===== config.mk =====
export PLATFORM = sky130hd
export DESIGN_NAME = integer_execute_unit
export DESIGN_NICKNAME = d
export VERILOG_FILES = /design/src/rtl/core/iexu_pkg.sv /design/src/rtl/core/integer_execute_unit.sv /design/src/rtl/core/iexu_alu.sv /design/src/rtl/core/iexu_branch.sv /design/src/rtl/core/iexu_mul_div10.sv
export VERILOG_INCLUDE_DIRS = /design/src /design/src/rtl/core
export SDC_FILE = /design/constraint.sdc
export NUM_CORES = 2
export LEC_CHECK = 0
export ABC_AREA = 1
export ABC_CLOCK_PERIOD_IN_PS = 8200
export BUFFER_PORTS_ARGS = -buffer_cell sky130_fd_sc_hd__buf_2
export CORE_UTILIZATION = 25
export DETAILED_ROUTE_END_ITERATION = 6
export PLACE_DENSITY_LB_ADDON = 0.12
export SYNTH_ARGS = -nofsm -noshare
export SYNTH_HDL_FRONTEND = slang
export SYNTH_SLANG_ARGS = --single-unit

===== constraint.sdc =====
create_clock -name aclk -period 8.2 [get_ports aclk]
set_input_delay 1.64 -clock aclk [delete_from_list [all_inputs] [get_ports aclk]]
set_output_delay 1.64 -clock aclk [all_outputs]
set_load 0.05 [all_outputs]

===== src/rtl/core/integer_execute_unit_macros.svh =====
// Assertion macros shared by the execute unit. All of them sample on the
// rising edge of aclk and are disabled while aresetn is low.
`ifndef INTEGER_EXECUTE_UNIT_MACROS_SVH
`define INTEGER_EXECUTE_UNIT_MACROS_SVH

// The consequent must hold in the same cycle as the antecedent.
`define IEXU_ASSERT_SAME(label, ante, cons) \
    label: assert property (@(posedge aclk) disable iff (!aresetn) (ante) |-> (cons)) \
        else $error("execute unit assertion failed");

// The consequent must hold in the cycle after the antecedent.
`define IEXU_ASSERT_NEXT(label, ante, cons) \
    label: assert property (@(posedge aclk) disable iff (!aresetn) (ante) |=> (cons)) \
        else $error("execute unit assertion failed");

`endif


===== src/rtl/core/iexu_pkg.sv =====
package iexu_pkg;

    localparam logic [6:0] OPC_HALT   = 7'h00;
    localparam logic [6:0] OPC_LOAD   = 7'h03;
    localparam logic [6:0] OPC_LOADF  = 7'h07;
    localparam logic [6:0] OPC_RXBU   = 7'h0B;
    localparam logic [6:0] OPC_OPIMM  = 7'h13;
    localparam logic [6:0] OPC_AUIPC  = 7'h17;
    localparam logic [6:0] OPC_TXBU   = 7'h1B;
    localparam logic [6:0] OPC_STORE  = 7'h23;
    localparam logic [6:0] OPC_STOREF = 7'h27;
    localparam logic [6:0] OPC_OP     = 7'h33;
    localparam logic [6:0] OPC_LUI    = 7'h37;
    localparam logic [6:0] OPC_OPFP   = 7'h53;
    localparam logic [6:0] OPC_CUSTOM = 7'h5B;
    localparam logic [6:0] OPC_BRANCH = 7'h63;
    localparam logic [6:0] OPC_JALR   = 7'h67;
    localparam logic [6:0] OPC_JAL    = 7'h6F;

    localparam logic [6:0] F7_BASE = 7'h00;
    localparam logic [6:0] F7_ALT  = 7'h20;

    localparam logic [2:0] F3_ADD  = 3'd0;
    localparam logic [2:0] F3_SLL  = 3'd1;
    localparam logic [2:0] F3_SLT  = 3'd2;
    localparam logic [2:0] F3_SLTU = 3'd3;
    localparam logic [2:0] F3_XOR  = 3'd4;
    localparam logic [2:0] F3_SR   = 3'd5;
    localparam logic [2:0] F3_OR   = 3'd6;
    localparam logic [2:0] F3_AND  = 3'd7;

    localparam logic [2:0] F3_BEQ  = 3'd0;
    localparam logic [2:0] F3_BNE  = 3'd1;
    localparam logic [2:0] F3_BR2  = 3'd2;
    localparam logic [2:0] F3_BR3  = 3'd3;
    localparam logic [2:0] F3_BLT  = 3'd4;
    localparam logic [2:0] F3_BGE  = 3'd5;
    localparam logic [2:0] F3_BLTU = 3'd6;
    localparam logic [2:0] F3_BGEU = 3'd7;

    localparam logic [2:0] F3_MUL10 = 3'd0;
    localparam logic [2:0] F3_DIV10 = 3'd1;
    localparam logic [2:0] F3_JALR  = 3'd0;

    localparam logic [1:0] OUTCOME_DONE    = 2'd0;
    localparam logic [1:0] OUTCOME_ILLEGAL = 2'd1;
    localparam logic [1:0] OUTCOME_HALT    = 2'd2;
    localparam logic [1:0] OUTCOME_OTHER   = 2'd3;

    // Reciprocal of 10 scaled by 2^35; exact for every 32-bit dividend.
    localparam logic [31:0] RECIP10       = 32'hCCCC_CCCD;
    localparam int          RECIP10_SHIFT = 35;

    typedef struct packed {
        logic [6:0]         opcode;
        logic [2:0]         funct3;
        logic [6:0]         funct7;
        logic [4:0]         rs2_field;
        logic signed [31:0] immediate;
        logic signed [31:0] src1_value;
        logic signed [31:0] src2_value;
        logic [31:0]        current_pc;
    } in_item_t;

    typedef struct packed {
        logic signed [31:0] result_value;
        logic               write_dest;
        logic [31:0]        next_pc;
        logic [1:0]         outcome;
    } out_item_t;

    typedef struct packed {
        logic legal;
        logic taken;
    } branch_status_t;

endpackage


===== src/rtl/core/integer_execute_unit.sv =====
// Integer execute unit: ALU, branch compare, jumps and the mul10/div10 ops.
// The accepted item waits in the input register; its result and m_valid are loaded
// into the result register when that register is empty or being drained by m_ready.
// Throughput: one item per cycle while m_ready keeps draining the result register.
// Reset: synchronous active-low aresetn empties both stages; no other state.
`include "integer_execute_unit_macros.svh"

module integer_execute_unit (
    input  logic                aclk,
    input  logic                aresetn,
    input  logic                s_valid,
    output logic                s_ready,
    input  iexu_pkg::in_item_t  s_item,
    output logic                m_valid,
    input  logic                m_ready,
    output iexu_pkg::out_item_t m_item
);

    logic                in_valid_reg;
    logic                in_valid_next;
    iexu_pkg::in_item_t  in_item_reg;
    logic                out_valid_reg;
    logic                out_valid_next;
    iexu_pkg::out_item_t out_item_reg;
    iexu_pkg::out_item_t out_item_next;
    logic                stage_advance;

    logic [31:0] imm;
    logic [31:0] src_a;
    logic [31:0] src_b;
    logic [31:0] pc;
    logic [31:0] pc_plus1;
    logic        is_reg_op;
    logic [31:0] alu_b;
    logic [31:0] alu_result;
    logic        alu_legal;
    logic [31:0] times10;
    logic [31:0] div10;
    iexu_pkg::branch_status_t br_status;

    logic [31:0] res;
    logic        wr;
    logic [31:0] npc;
    logic [1:0]  outc;
    logic        ok;

    // The input stage may fill while a finished result waits downstream.
    assign stage_advance = in_valid_reg && (!out_valid_reg || m_ready);
    assign s_ready       = !in_valid_reg || stage_advance;
    assign m_valid       = out_valid_reg;
    assign m_item        = out_item_reg;

    assign imm       = in_item_reg.immediate;
    assign src_a     = in_item_reg.src1_value;
    assign src_b     = in_item_reg.src2_value;
    assign pc        = in_item_reg.current_pc;
    assign pc_plus1  = pc + 32'd1;
    assign is_reg_op = in_item_reg.opcode == iexu_pkg::OPC_OP;
    assign alu_b     = is_reg_op ? src_b : imm;

    iexu_alu u_alu (
        .funct3 (in_item_reg.funct3),
        .funct7 (in_item_reg.funct7),
        .is_reg (is_reg_op),
        .op_a   (src_a),
        .op_b   (alu_b),
        .result (alu_result),
        .legal  (alu_legal)
    );

    iexu_branch u_branch (
        .funct3 (in_item_reg.funct3),
        .op_a   (src_a),
        .op_b   (src_b),
        .status (br_status)
    );

    iexu_mul_div10 u_mul_div10 (
        .op_a    (src_a),
        .times10 (times10),
        .div10   (div10)
    );

    always_comb begin
        res  = '0;
        wr   = 1'b0;
        npc  = pc_plus1;
        outc = iexu_pkg::OUTCOME_DONE;
        ok   = 1'b1;
        unique case (in_item_reg.opcode)
            iexu_pkg::OPC_HALT: begin
                npc  = pc;
                outc = iexu_pkg::OUTCOME_HALT;
            end
            iexu_pkg::OPC_LOAD, iexu_pkg::OPC_LOADF, iexu_pkg::OPC_RXBU,
            iexu_pkg::OPC_TXBU, iexu_pkg::OPC_STORE, iexu_pkg::OPC_STOREF,
            iexu_pkg::OPC_OPFP: begin
                outc = iexu_pkg::OUTCOME_OTHER;
            end
            iexu_pkg::OPC_OP, iexu_pkg::OPC_OPIMM: begin
                res = alu_result;
                wr  = 1'b1;
                ok  = alu_legal;
            end
            iexu_pkg::OPC_BRANCH: begin
                ok = br_status.legal;
                if (br_status.taken) begin
                    npc = pc + imm;
                end
            end
            iexu_pkg::OPC_LUI: begin
                res = {imm[19:0], 12'h000};
                wr  = 1'b1;
            end
            iexu_pkg::OPC_AUIPC: begin
                res = pc + {imm[19:0], 12'h000};
                wr  = 1'b1;
            end
            iexu_pkg::OPC_JAL: begin
                res = pc_plus1;
                wr  = 1'b1;
                npc = pc + imm;
            end
            iexu_pkg::OPC_JALR: begin
                res = pc_plus1;
                wr  = 1'b1;
                npc = src_a + imm;
                ok  = in_item_reg.funct3 == iexu_pkg::F3_JALR;
            end
            iexu_pkg::OPC_CUSTOM: begin
                res = (in_item_reg.funct3 == iexu_pkg::F3_MUL10) ? times10 : div10;
                wr  = 1'b1;
                ok  = in_item_reg.funct7 == iexu_pkg::F7_BASE
                      && in_item_reg.rs2_field == 5'd0
                      && (in_item_reg.funct3 == iexu_pkg::F3_MUL10
                          || in_item_reg.funct3 == iexu_pkg::F3_DIV10);
            end
            default: begin
                ok = 1'b0;
            end
        endcase

        if (!ok) begin
            res  = '0;
            wr   = 1'b0;
            npc  = pc;
            outc = iexu_pkg::OUTCOME_ILLEGAL;
        end

        out_item_next.result_value = res;
        out_item_next.write_dest   = wr;
        out_item_next.next_pc      = npc;
        out_item_next.outcome      = outc;
    end

    always_comb begin
        if (s_valid && s_ready) begin
            in_valid_next = 1'b1;
        end else if (stage_advance) begin
            in_valid_next = 1'b0;
        end else begin
            in_valid_next = in_valid_reg;
        end

        if (stage_advance) begin
            out_valid_next = 1'b1;
        end else if (m_ready) begin
            out_valid_next = 1'b0;
        end else begin
            out_valid_next = out_valid_reg;
        end
    end

    always_ff @(posedge aclk) begin
        if (!aresetn) begin
            in_valid_reg  <= 1'b0;
            out_valid_reg <= 1'b0;
        end else begin
            in_valid_reg  <= in_valid_next;
            out_valid_reg <= out_valid_next;
        end
    end

    always_ff @(posedge aclk) begin
        if (s_valid && s_ready) begin
            in_item_reg <= s_item;
        end
        if (stage_advance) begin
            out_item_reg <= out_item_next;
        end
    end

    `IEXU_ASSERT_SAME(a_no_accept_when_blocked, in_valid_reg && out_valid_reg && !m_ready, !s_ready)
    `IEXU_ASSERT_NEXT(a_stage_moves_to_output, stage_advance, m_valid)
    `IEXU_ASSERT_NEXT(a_output_drains, m_valid && m_ready && !in_valid_reg, !m_valid)
    `IEXU_ASSERT_SAME(a_no_write_unless_done, m_valid && m_item.outcome != iexu_pkg::OUTCOME_DONE, !m_item.write_dest)

endmodule


===== src/rtl/core/iexu_alu.sv =====
module iexu_alu (
    input  logic [2:0]  funct3,
    input  logic [6:0]  funct7,
    input  logic        is_reg,
    input  logic [31:0] op_a,
    input  logic [31:0] op_b,
    output logic [31:0] result,
    output logic        legal
);

    logic [4:0] shamt;

    assign shamt = op_b[4:0];

    always_comb begin
        result = '0;
        legal  = 1'b1;
        unique case (funct3)
            iexu_pkg::F3_ADD: begin
                // Only the register form decodes funct7 for add and sub.
                if (is_reg && funct7 == iexu_pkg::F7_ALT) begin
                    result = op_a - op_b;
                end else begin
                    result = op_a + op_b;
                end
                legal = !is_reg || funct7 == iexu_pkg::F7_BASE
                        || funct7 == iexu_pkg::F7_ALT;
            end
            iexu_pkg::F3_SLL:  result = op_a << shamt;
            iexu_pkg::F3_SLT:  result = {31'b0, $signed(op_a) < $signed(op_b)};
            iexu_pkg::F3_SLTU: result = {31'b0, op_a < op_b};
            iexu_pkg::F3_XOR:  result = op_a ^ op_b;
            iexu_pkg::F3_SR: begin
                if (funct7 == iexu_pkg::F7_ALT) begin
                    result = $unsigned($signed(op_a) >>> shamt);
                end else begin
                    result = op_a >> shamt;
                end
                legal = funct7 == iexu_pkg::F7_BASE || funct7 == iexu_pkg::F7_ALT;
            end
            iexu_pkg::F3_OR:   result = op_a | op_b;
            iexu_pkg::F3_AND:  result = op_a & op_b;
            default:           result = op_a & op_b;
        endcase
    end

endmodule


===== src/rtl/core/iexu_branch.sv =====
module iexu_branch (
    input  logic [2:0]               funct3,
    input  logic [31:0]              op_a,
    input  logic [31:0]              op_b,
    output iexu_pkg::branch_status_t status
);

    logic eq;
    logic lt_s;
    logic lt_u;

    assign eq   = op_a == op_b;
    assign lt_s = $signed(op_a) < $signed(op_b);
    assign lt_u = op_a < op_b;

    always_comb begin
        status.legal = 1'b1;
        status.taken = 1'b0;
        unique case (funct3)
            iexu_pkg::F3_BEQ:  status.taken = eq;
            iexu_pkg::F3_BNE:  status.taken = !eq;
            iexu_pkg::F3_BLT:  status.taken = lt_s;
            iexu_pkg::F3_BGE:  status.taken = !lt_s;
            iexu_pkg::F3_BLTU: status.taken = lt_u;
            iexu_pkg::F3_BGEU: status.taken = !lt_u;
            iexu_pkg::F3_BR2,
            iexu_pkg::F3_BR3:  status.legal = 1'b0;
            default:           status.legal = 1'b0;
        endcase
    end

endmodule


===== src/rtl/core/iexu_mul_div10.sv =====
module iexu_mul_div10 (
    input  logic [31:0] op_a,
    output logic [31:0] times10,
    output logic [31:0] div10
);

    logic [63:0] product;

    // Ten times a is 8a + 2a, kept modulo 2^32.
    assign times10 = (op_a << 3) + (op_a << 1);

    // Unsigned quotient by 10 through the scaled reciprocal.
    assign product = {32'b0, op_a} * {32'b0, iexu_pkg::RECIP10};
    assign div10   = 32'(product >> iexu_pkg::RECIP10_SHIFT);

endmodule


Word level (Yosys, flattened, before mapping)
Index checks and enable logic that the tools add are counted.
{"block": "word_totals", "wordCells": 104, "inputBits": 154, "out_inout_bits": 69, "ff_bits": 219}
{"block": "classes", "bitwise": 3, "order_cmp": 4, "reduce_logical": 29, "n_shift": 3, "addsub": 7, "mux": 19, "n_eq_ne": 24, "n_mul": 1}
{"cell": "one-hot mux 32 bit (8 select lines)", "count": 1}
{"cell": "two-way mux 32 bit", "count": 6}
{"cell": "adder 32 bit", "count": 5}
{"cell": "one-hot mux 32 bit (5 select lines)", "count": 1}
{"cell": "less-than comparator 32 bit", "count": 4}
{"cell": "one-hot mux 32 bit (4 select lines)", "count": 1}
{"cell": "multiplier 32 x 32 -> 64 bit (second input constant)", "count": 1}
{"cell": "== test 7 x 6 -> 1 bit (second input constant)", "count": 5}
{"cell": "== test 7 bit (second input constant)", "count": 5}
{"cell": "adder 32 x 1 -> 32 bit (second input constant)", "count": 1}
{"cell": "AND 32 bit", "count": 1}
{"cell": "== test 32 bit", "count": 1}
{"cell": "OR 32 bit", "count": 1}
{"cell": "left shift 32 x 5 -> 32 bit", "count": 1}
{"cell": "right shift 32 x 5 -> 32 bit", "count": 1}
{"cell": ">>> shifter 32 x 5 -> 32 bit", "count": 1}
{"cell": "subtractor 32 bit", "count": 1}
{"cell": "XOR 32 bit", "count": 1}
{"cell": "== test 7 x 5 -> 1 bit (second input constant)", "count": 3}
{"cell": "logical NOT 7 bit", "count": 2}
{"cell": "OR reduction 7 bit", "count": 2}
{"cell": "== test 3 bit (second input constant)", "count": 4}
{"cell": "OR reduction 11 bit", "count": 1}
{"cell": "== test 7 x 2 -> 1 bit (second input constant)", "count": 1}
{"cell": "other kinds (16)", "count": 39}

Depth between registers and ports, before layout
{"block": "logic_depth", "ltp_word": 7, "ltp_mapped": 34, "ltp_nobuf": 33}

By module
Synthesis repeated with hierarchy kept, for this count alone.
{"block": "unflattened", "cells_unflattened": 7119, "area_unflattened_um2": 47604.4}
{"module": "iexu_mul_div10", "seq_area_each_um2": 0.0, "n_inst": 1, "cells_per_inst": 2674, "area_each_um2": 20621.0}
{"module": "integer_execute_unit", "seq_area_each_um2": 6556.3, "n_inst": 1, "cells_per_inst": 2286, "area_each_um2": 16253.1}
{"module": "iexu_alu", "seq_area_each_um2": 0.0, "n_inst": 1, "cells_per_inst": 1991, "area_each_um2": 9744.3}
{"module": "iexu_branch", "seq_area_each_um2": 0.0, "n_inst": 1, "cells_per_inst": 168, "area_each_um2": 985.9}

Worst setup path before layout
Ideal clock, no wire load.
{"block": "synth_path", "path_type": "register -> register", "startpoint": "register in_item_reg (netlist bit src_a[10])", "endpoint": "register out_item_reg (netlist bit m_item[39]) (data pin)", "required_ns": 7.934, "setup_ns": 0.266, "path_slack_ns": 1.699, "path_buffers": 1, "stages_incl_launch_ff": 30, "arrival_time_ns": 6.235, "synth_period_minus_slack_ns": 6.501, "cell_sequence": "edfxtp_1 ha_1 clkbuf_1 xor2_1 ha_1 o21bai_1 fa_1 inv_1 fa_1 inv_1 fa_1 fa_1 fa_1 fa_1 ha_1 nand2_1 nor2_1 inv_1 nor2_1 inv_1 nor2_1 inv_1 nor2_1 or2_2 a21oi_1 or2_2 nand3_1 nand2_1 a21oi_1 nor2_1"}
{"block": "synth_via", "elab_chain_len": 4, "elab_cells_between_ends": 8, "classes_between": "mul (1); shift (3); mux (4)"}
{"element": "start, declared", "line": "integer_execute_unit.sv:21", "text": "iexu_pkg::in_item_t in_item_reg;"}
{"element": "start signal, assigned", "line": "integer_execute_unit.sv:186", "text": "in_item_reg <= s_item;"}
{"element": "branches (longest 3 deep; another with multiplier 32 x 32 -> 64 bit)"}
{"element": "one-hot mux 32 bit (5 select lines) (*)", "line": "integer_execute_unit.sv:90", "text": "unique case (in_item_reg.opcode)"}
{"element": "end signal, assigned", "line": "integer_execute_unit.sv:189", "text": "out_item_reg <= out_item_next;"}
{"element": "end, declared", "line": "integer_execute_unit.sv:24", "text": "iexu_pkg::out_item_t out_item_reg;"}
Every way passes the cells marked *.
A chain may end at the register's enable or synchronous reset.

Worst setup path in the final report
{"block": "layout_path", "startpoint": "register in_item_reg (netlist bit src_a[21])", "endpoint": "register out_item_reg (netlist bit m_item[55]) (data pin)"}
The elaborated chain is that of the path after synthesis.

==> impl_metrics.yaml <==
sta:
  tightest_slew_ps: 1652
  setup_tns_ps: 0
  finClkSkew_ps: 61.38
  max_slew_margin_pct: -11.28
  finalWorstSetupSlack_ps: 281.5
  grt_setup_unrepaired: "false"
  period_share_pct: 96.57
  setup_violations: 0
  slew_violations: 3
  fmax_ghz: 0.1263
  fin_crit_ps: 7919
  hold_viol_final: 0
global_routing:
  overflow: 0
  grt_pass1_wl_mm: 341.7
  grt.total_usage_pct: 26.65
  grt_pass1_vias: 44010
  grt_max_degree: 69
  grt_antenna_before_repair: 14
floorplanning:
  ioPinCount: 223
  die_h_um: 425.5
  die-area_um2: 181100
  rows: 155
  core-area_um2: 178200
  start_util_pct: 25.16
  die-width_um: 425.5
setup_path:
  max_stage_delay_ps: 680
  path_buf_inv: 6
  r2r.worst_path.cells: 26
  crit_cells: 26
  crit_path_max_fanout: 5
  crit_family: "adder cells"
  critPathSlowestCell: "ha_1"
  worstPathRequired_ps: 8590
  crit_arrival_ps: 8310
  crit_type: "reg2reg"
  r2r_slack_ps: 280
  end_kind: "flop"
  rr_endpoint: "m_item[55]"
  r2r-start: "src_a[21]"
  startpoint_type: "flop"
clocking:
  cts.sinks: 219
  postCtsSetupRepairBufs: 0
  cts_tree: "done"
  clock-root-buffer: "clkbuf_16"
  cts.reportedPaths.clkPinSlew_ps: 60
  cts_buffers: 29
  insertion_delay_ps: 700
  htreeDepth: 1
  clock_path_buffers: 3
synth:
  async_flop_share_pct: 0
  syn_inst: 6283
  synthesis.area_um2: 44840
  synth.distinct_cells: 58
  yosys.area.top_type: "fa_1"
  ys_top_cells_by_count: "nand2_1, inv_1, ha_1"
  synth_top_cell_area_share_pct: 17.50
  synth_edf_count: 217
  syn_nets: 7412
  yosysWarningCount: 0
  yosysMostFrequentCell: "nand2_1"
  synth_seq_cells: 219
  synth_ff_type: "edfxtp_1"
  seq_area_frac_synth_pct: 14.62
  synth_area_per_cell_um2: 7.137
  synthTopCellsByArea: "fa_1, ha_1, edfxtp_1, nand2_1, inv_1"
routing:
  vias: 45150
  antenna_left: 0
  routed_wl_mm: 245.5
  wl_per_cell_um: 27.63
  vias_per_cell: 5.082
  drcViolationCount: 0
  first_pass_iters: 6
  dr.first_iter.drc_count: 4537
finish:
  fin_nets: 7639
  final_cell_count_no_fill: 8884
  fillCellCount: 19910
  largest_register_ffs: 67
  drive_above_1_share_pct: 7.186
  syn_to_final_growth_pct: 11.88
  post-route-util_pct: 28.15
placed_design:
  portBuffers: 222
  pre_cts_ws_ps: 6.248
  place_hpwl_mm: 208.2
  place_congestion: 0.9753
  dp.cells: 8834
hold_path:
  worstHoldPathCells: 2
  min_from: "m_valid"
  hold_end: "m_valid"
  hold_path_class: "reg2reg"
outcome:
  violations: "capacitance limit, slew limit"
  status: "finished with violations"
run:
  cap_viol_max_count: 1
==> tightest hold or removal path, stage by stage, from the launching register on <==
cell     delay [ps]
dfxtp_1         350
nand2_1          80
a21oi_1          50
==> kinds of logic after synthesis <==
kind of cell / after synthesis / synth area share [%]
compound gates: 1149 / 14.37
buf+inv: 1299 / 11.14
flops: 219 / 14.62
simple gates: 2515 / 23.64
fa+ha+maj: 975 / 33.77
xor+xnor: 126 / 2.461
==> routing by layer <==
layer / track usage (%) / routed length (um) / vias up
li1: - / - / 20980
met1: 38.35 / 114300 / 22260
met2: 42.16 / 108600 / 1668
met3: 2.177 / 14330 / 234
met4: 7.758 / 8190 / 6
met5: 0 / 32 / -
==> worst max path at each step <==
stage | start | to | slack (ps)
4_1_cts | src_a[16] | m_item[55] | 120
3_3_place_gp | src_a[21] | m_item[55] | -40
3_5_place_dp | src_a[21] | m_item[55] | 6
6_report | src_a[21] | m_item[55] | 280
2_1_floorplan | src_a[10] | m_item[39] | 1700
5_1_grt | src_a[16] | m_item[55] | 4
==> metrics by stage <==
step                      hold WS (ps)  area, um^2
final                            528.6       50170
after global routing             574.0       50170
after CTS                        531.2       50140
after detailed placement         524.7       49180
after global placement           518.5       49180
after floorplan                  447.3       44840
==> repair_timing <==
item                       CTS  global route
setup endpoints to repair    1             3
hold buffers                 0             0
gates resized for setup      1             6
hold endpoints to repair     0             0
==> layout make-up <==
type / instances / area, um^2 / share of cell area, %
Timing Repair Buffer: 337 / 1974 / 3.935
Antenna cell: 2 / 5.005 / 0.009975
Clock buffer: 31 / 733.2 / 1.461
Inverter: 1158 / 4352 / 8.674
Multi-Input combinational cell: 4765 / 33380 / 66.53
Tap cell: 2355 / 2947 / 5.873
Sequential cell: 219 / 6556 / 13.07
Clock inverter: 17 / 226.5 / 0.4514
==> placed cells by master, fill, tap and decap left out, types with 5 or more instances in the layout <==
master	instances
or2_2	37
nand4_1	57
a211oi_1	15
buf_4	115
ha_1	579
o21ai_0	409
nor3_1	64
o21a_1	18
clkbuf_16	29
nand3_1	496
a21oi_1	467
clkinv_1	10
o211ai_1	55
bufinv_16	5
edfxtp_1	217
nor4_1	19
inv_2	8
nand2_1	1336
xnor2_1	25
o2111ai_1	6
inv_1	1144
o21ai_4	5
nor2_4	7
o21bai_1	35
nand2_2	6
nand3b_1	11
nor2_1	461
fa_1	392
o221ai_1	15
a32o_1	5
a21boi_0	12
buf_2	222
a31oi_1	19
o21ai_1	17
nor2_2	7
o22ai_1	15
a21o_1	28
o31ai_1	5
xor2_1	101
a221oi_1	6
Power is not shown: default switching activity piles up to over one toggle a cycle in this logic, so the estimate is an artifact.
